## src/rtl/gdc_pkg.sv

```systemverilog
// Shared types and constants for the go-to-goal drive controller.
// Holds the transaction payload structs, register indexes and the CORDIC angle table.
// No dependencies.
package gdc_pkg;

  typedef struct packed {
    logic signed [31:0] robot_x;
    logic signed [31:0] robot_y;
    logic [15:0]        robot_heading;
  } in_t;

  typedef struct packed {
    logic signed [31:0] fwd_speed;
    logic signed [31:0] turn_speed;
    logic               target_reached;
  } out_t;

  typedef struct packed {
    logic en;
  } pipe_ctl_t;

  localparam logic [2:0] CFG_TARGET_X        = 3'd0;
  localparam logic [2:0] CFG_TARGET_Y        = 3'd1;
  localparam logic [2:0] CFG_VELOCITY_GAIN   = 3'd2;
  localparam logic [2:0] CFG_TURNING_GAIN    = 3'd3;
  localparam logic [2:0] CFG_REACH_THRESHOLD = 3'd4;

  localparam logic signed [31:0] RST_TARGET_X        = 32'sd0;
  localparam logic signed [31:0] RST_TARGET_Y        = 32'sd0;
  localparam logic signed [15:0] RST_VELOCITY_GAIN   = -16'sd256;
  localparam logic signed [15:0] RST_TURNING_GAIN    = -16'sd6400;
  localparam logic [30:0]        RST_REACH_THRESHOLD = 31'd655;

  // Reciprocal of the CORDIC gain, 0.60725293501 in Q32.
  localparam logic [31:0] INV_GAIN_Q32 = 32'h9B74EDA8;

  localparam logic [31:0] ATAN_TURN32 [32] = '{
    32'h20000000, 32'h12E4051E, 32'h09FB385B, 32'h051111D4, 32'h028B0D43, 32'h0145D7E1,
    32'h00A2F61E, 32'h00517C55, 32'h0028BE53, 32'h00145F2F, 32'h000A2F98, 32'h000517CC,
    32'h00028BE6, 32'h000145F3, 32'h0000A2FA, 32'h0000517D, 32'h000028BE, 32'h0000145F,
    32'h00000A30, 32'h00000518, 32'h0000028C, 32'h00000146, 32'h000000A3, 32'h00000051,
    32'h00000029, 32'h00000014, 32'h0000000A, 32'h00000005, 32'h00000003, 32'h00000001,
    32'h00000001, 32'h00000000
  };

  // Arctangent of 2^-idx as a binary angle of ab bits, rounded half up.
  function automatic logic [31:0] atan_step(input int idx, input int ab);
    logic [32:0] t;
    t = {1'b0, ATAN_TURN32[idx[4:0]]};
    if (ab < 32) begin
      t = (t + (33'd1 << (31 - ab))) >> (32 - ab);
    end
    return t[31:0];
  endfunction

endpackage

```

## src/rtl/gdc_distance.sv

```systemverilog
// Gain-compensated distance, reach test and folding of the relative heading angle.
// Depends on gdc_pkg.
module gdc_distance #(
  parameter int ANGLE_BITS = 16,
  parameter int XW         = 57,
  parameter int DW         = 37
) (
  input  logic                         clk,
  input  logic                         rst_n,
  input  gdc_pkg::pipe_ctl_t           ctl,
  input  logic                         in_valid,
  input  logic signed [XW-1:0]         in_x,
  input  logic [ANGLE_BITS-1:0]        in_z,
  input  logic [15:0]                  in_heading,
  input  logic [30:0]                  reach_threshold,
  output logic                         out_valid,
  output logic [DW-1:0]                out_dist,
  output logic                         out_reached,
  output logic signed [ANGLE_BITS:0]   out_angle,
  output logic                         out_flip
);

  localparam int HW  = XW - 23;
  localparam int PHW = HW + 32;
  localparam int PLW = 22 + 32;
  localparam logic signed [ANGLE_BITS:0] HALF    = (ANGLE_BITS+1)'(1) << (ANGLE_BITS - 1);
  localparam logic signed [ANGLE_BITS:0] QUARTER = (ANGLE_BITS+1)'(1) << (ANGLE_BITS - 2);

  logic [XW-2:0]          mag;
  logic [PHW-1:0]         ph_r;
  logic [PLW-1:0]         pl_r;
  logic [ANGLE_BITS-1:0]  z1_r, z2_r;
  logic [15:0]            hd1_r, hd2_r;
  logic                   v1_r, v2_r, v3_r;
  logic [PLW:0]           pl_rnd;
  logic [PHW:0]           sum;
  logic [DW-1:0]          dist_r, dist3_r;
  logic [ANGLE_BITS+15:0] hd_wide;
  logic [ANGLE_BITS-1:0]  phi;
  logic signed [ANGLE_BITS:0] s_nxt, s_r;
  logic                   flip_nxt, flip_r, reached_r;

  assign mag = in_x[XW-1] ? '0 : in_x[XW-2:0];

  always_comb begin
    pl_rnd  = {1'b0, pl_r} + ((PLW+1)'(1) << 51);
    sum     = {1'b0, ph_r} + (PHW+1)'(pl_rnd[PLW:22]);
    hd_wide = {hd2_r, {ANGLE_BITS{1'b0}}};
    phi     = hd_wide[ANGLE_BITS+15:16] - z2_r;
    s_nxt   = $signed({phi[ANGLE_BITS-1], phi});
    flip_nxt = 1'b0;
    if (s_nxt > QUARTER) begin
      s_nxt    = s_nxt - HALF;
      flip_nxt = 1'b1;
    end else if (s_nxt < -QUARTER) begin
      s_nxt    = s_nxt + HALF;
      flip_nxt = 1'b1;
    end
  end

  always_ff @(posedge clk) begin
    if (!rst_n) begin
      v1_r <= 1'b0;
      v2_r <= 1'b0;
      v3_r <= 1'b0;
    end else if (ctl.en) begin
      v1_r <= in_valid;
      v2_r <= v1_r;
      v3_r <= v2_r;
    end
  end

  always_ff @(posedge clk) begin
    if (ctl.en) begin
      ph_r      <= PHW'(mag[XW-2:22]) * PHW'(gdc_pkg::INV_GAIN_Q32);
      pl_r      <= PLW'(mag[21:0]) * PLW'(gdc_pkg::INV_GAIN_Q32);
      z1_r      <= in_z;
      hd1_r     <= in_heading;
      dist_r    <= sum[PHW:30];
      z2_r      <= z1_r;
      hd2_r     <= hd1_r;
      dist3_r   <= dist_r;
      reached_r <= dist_r <= DW'(reach_threshold);
      s_r       <= s_nxt;
      flip_r    <= flip_nxt;
    end
  end

  assign out_valid   = v3_r;
  assign out_dist    = dist3_r;
  assign out_reached = reached_r;
  assign out_angle   = s_r;
  assign out_flip    = flip_r;

endmodule

```

## config.mk

```make
export PLATFORM = sky130hd
export DESIGN_NAME = gdc_distance
export DESIGN_NICKNAME = d
export VERILOG_FILES = /design/src/rtl/gdc_pkg.sv /design/src/rtl/gdc_distance.sv
export SDC_FILE = /design/constraint.sdc
export NUM_CORES = 2
export LEC_CHECK = 0
export BUFFER_PORTS_ARGS = -buffer_cell sky130_fd_sc_hd__buf_2
export CAP_MARGIN = 5
export CORE_MARGIN = 2
export CORE_UTILIZATION = 45
export DETAILED_ROUTE_END_ITERATION = 10
export PLACE_DENSITY = 0.65
export SLEW_MARGIN = 20
export SYNTH_ARGS = -nofsm -noshare
export SYNTH_HDL_FRONTEND = slang
export SYNTH_SLANG_ARGS = --single-unit
```

## constraint.sdc

```tcl
create_clock -name clk -period 13.6 [get_ports clk]
set_clock_uncertainty 0.1 [all_clocks]
set_input_delay 0 -clock clk [delete_from_list [all_inputs] [get_ports clk]]
set_output_delay 0 -clock clk [all_outputs]
set_load 0.005 [all_outputs]
```

==> impl_table.tex <==
\begin{tabular}{lr}
\hline
Metric & Value \\
\hline
\multicolumn{2}{l}{\textbf{Setup path}} \\
\quad CP startpoint & in\_x[56] \\
\quad Startpoint of the worst-slack reg-to-reg timing path & ph\_r[18] \\
\quad Largest fanout on the critical path & 75 \\
\quad Standard cell with the maximum stage delay on the critical path & sky130\_fd\_sc\_hd\_\_buf\_4 \\
\quad Type of destination of the critical path & flop \\
\quad Crit path largest cell delay & 630 ps \\
\quad Critical path data required time & 13,810 ps \\
\quad Type of the worst setup path & in -> reg \\
\quad Crit path DAT & 8400 ps \\
\quad Most common cell on crit path & sky130\_fd\_sc\_hd\_\_fa\_1 \\
\quad Kind of start point of the critical path & primary input \\
\multicolumn{2}{l}{\textbf{Final layout}} \\
\quad Combined flip-flop and latch cell area & 0.00754 sq mm \\
\quad Area Growth Syn to Fin & 8.50\% \\
\quad Count of nets after finishing & 5,620 \\
\quad Number of fillers in the final layout & 8,376 \\
\quad Most frequent cells in the layout & sky130\_fd\_sc\_hd\_\_inv\_1 (1,189), sky130\_fd\_sc\_hd\_\_fa\_1 (748), sky130\_fd\_sc\_hd\_\_ha\_1 (640), sky130\_fd\_sc\_hd\_\_edfxtp\_1 (249), sky130\_fd\_sc\_hd\_\_buf\_2 (179) \\
\quad Leading cell type in the layout, fill and taps excluded & sky130\_fd\_sc\_hd\_\_inv\_1 \\
\quad Combined area of the multi-input logic cells & 0.0294 sq mm \\
\quad Proportion of layout cells with a drive suffix above 1 & 0.0608 \\
\multicolumn{2}{l}{\textbf{Yosys}} \\
\quad Synth Register Bits & 252 \\
\quad Register area share after synthesis & 0.181 \\
\quad Count of warnings emitted by yosys & 0 \\
\quad Number of nets in the synthesized netlist & 5,414 \\
\quad Summed instance area of the synthesized netlist & 0.0416 sq mm \\
\quad Mapped Avg Cell Area & 10.7 sq um \\
\quad Number of instances in the synthesized netlist & 3,902 \\
\quad Number of enable flip-flop cells after synthesis & 249 \\
\quad Number of unique standard cell types used by synthesis & 72 \\
\quad Proportion of register bits with asynchronous set or reset after synthesis & 0 \\
\quad Most used flip-flop cell after synthesis & sky130\_fd\_sc\_hd\_\_edfxtp\_1 \\
\multicolumn{2}{l}{\textbf{Global route}} \\
\quad Tot GR Track Use & 0.231 \\
\quad Overflow left after global routing & 0 \\
\quad Global-route wire length before repair & 165 mm \\
\quad Antenna violations before repair & 6 \\
\quad Pin count of the biggest net entering global routing & 100 \\
\quad Via count of the first global-routing pass & 29,263 \\
\multicolumn{2}{l}{\textbf{Routing}} \\
\quad DRT met1 WL & 45.1 mm \\
\quad Iteration-0 DRC Markers & 1,541 \\
\quad Wire length on met3 & 6.24 mm \\
\quad Post-detailed-route DRC marker count & 0 \\
\quad Remaining antenna violation count & 0 \\
\quad Total via count in the routed design & 27,054 \\
\quad Detailed-routed wire length on met2 & 51.8 mm \\
\quad Aggregate routed wire length & 106 mm \\
\quad Vias per cell & 5.09 \\
\quad Highest metal layer used by the detailed router & met5 \\
\quad Router iterations before antenna repair & 5 \\
\quad Routed length per placed instance & 19.9 um \\
\multicolumn{2}{l}{\textbf{Floorplan}} \\
\quad Die height & 308 um \\
\quad Die Outline Area & 0.0948 sq mm \\
\quad FP Rows & 111 \\
\quad Placeable core region & 0.0915 sq mm \\
\quad Die Wd & 308 um \\
\quad Initial core utilization & 0.454 \\
\quad Io pins & 181 \\
\multicolumn{2}{l}{\textbf{STA}} \\
\quad Final Critical Period & 8180 ps \\
\quad Summed negative setup slack over all endpoints & 0 ps \\
\quad Period utilization & 0.602 \\
\quad Remaining max-slew budget at the tightest pin & 0.285 \\
\quad Count of endpoints failing hold in the final timing report & 0 \\
\quad Setup-failing EPs final & 0 \\
\quad Setup repair after global routing missed its margin & false \\
\quad Max Slew Vio Count & 0 \\
\quad Achievable clock frequency & 122 MHz \\
\quad Hold slack final & 57.1 ps \\
\quad Slew @ Worst Pin & 1070 ps \\
\multicolumn{2}{l}{\textbf{Clocking}} \\
\quad Clock latency reported for the late side of the worst-skew pair & 580 ps \\
\quad Number of buffers created by CTS & 29 \\
\quad Level count of the clock H-tree & 1 \\
\quad CTS Root Cell & sky130\_fd\_sc\_hd\_\_clkbuf\_16 \\
\quad Register clock-pin slew on the reported worst setup and hold paths & 60 ps \\
\quad Clock tree buffer depth & 3 \\
\quad Sink Count & 252 \\
\quad Gates resized, CTS repair & 0 \\
\quad Clock tree from TritonCTS & built \\
\multicolumn{2}{l}{\textbf{Hold path}} \\
\quad Hold path startpoint & reach\_threshold[30] \\
\quad Classification of the worst-slack hold path & in -> reg \\
\multicolumn{2}{l}{\textbf{Run}} \\
\quad Max\_cap viols & 0 \\
\multicolumn{2}{l}{\textbf{Placed design}} \\
\quad IO Port Bufs & 180 \\
\quad Gp weighted congestion & 0.949 \\
\quad DP HPWL & 92.7 mm \\
\multicolumn{2}{l}{\textbf{Outcome}} \\
\quad Outcome & complete, no violations \\
\hline
\end{tabular}
==> synth_stat cells (all sizes together) (42+ instances only) <==
cell type	n	area, sq um
ha	640	8010
nor2	78	293
nor2b	42	263
nand2b	53	332
o21ai	81	405
inv	1189	4460
clkbuf	45	170
xor2	54	473
a21oi	132	664
nand4	42	263
edfxtp	249	7480
nand2	103	387
a21o	77	578
fa	748	15000
xnor2	92	806
==> critical path, delay by kind of cell <==
kind / cells / cell delay [ps]
buffers and inverters: 7 / 1300
adders and majority gates: 9 / 4420
muxes: 1 / 180
and+or+nand+nor: 2 / 950
AOI/OAI and AO/OA: 6 / 1450
==> final cells by class <==
class	instances	share of cell area
multi-input combinational	2412	0.651
tap	1186	0.0329
inverter	1189	0.0990
clock inverter	11	0.00258
clock buffer	38	0.0171
timing repair buffer	224	0.0297
sequential	252	0.167
antenna	2	0.000111
==> path summary, 6_finish.rpt <==
kind / cells after the start / to / slack (ps)
worst max-delay path: 25 / ph_r[62] / 5420
worst min-delay path: 6 / out_reached / 60
worst max register to register: 10 / dist_r[35] / 9850
worst min register to register: 0 / z2_r[5] / 320
==> flip-flops by register name, indices dropped and copies added (netlist names) <==
register,cells
ph_r,63
dist_r,37
out_dist,37
pl_r,29
out_angle,17
hd1_r,16
hd2_r,16
z1_r,16
z2_r,16
out_flip,1
out_reached,1
out_valid,1
v1_r,1
v2_r,1
==> metrics by stage <==
| stage | cell area, sq um | cells | setup WS [ps] | utilization |
|---|---|---|---|---|
| final | 45100 | 5314 | 5420 | 0.493 |
| after detailed placement | 43800 | 5226 | 4880 | 0.479 |
| after CTS | 45100 | 5312 | 5470 | 0.493 |
| after global placement | 43800 | 5225 | 4640 | 0.479 |
| after floorplan | 41600 | 3902 | 6270 | - |
| after global routing | 45100 | 5312 | 4990 | 0.493 |
==> per-layer routing <==
metal	GRT usage	vias to the layer above
met5	0	-
met4	0.0504	6
met3	0.0379	122
met2	0.397	705
met1	0.306	13587
li1	-	12634
==> cells by family after synthesis <==
| kind of cell | synth area share |
|---|---|
| simple gates | 0.0572 |
| buf+inv | 0.112 |
| xor+xnor | 0.0308 |
| mux | 0.00145 |
| compound gates | 0.0642 |
| fa+ha+maj | 0.553 |
| flops | 0.181 |
==> repair_timing <==
item	CTS	global route
hold buffers	37	0
endpoints found under the hold margin	135	0
setup buffers	0	0
Power is left out: the tool's default activity adds up to more than one toggle a clock period on the data nets, which glitch-free logic cannot reach.
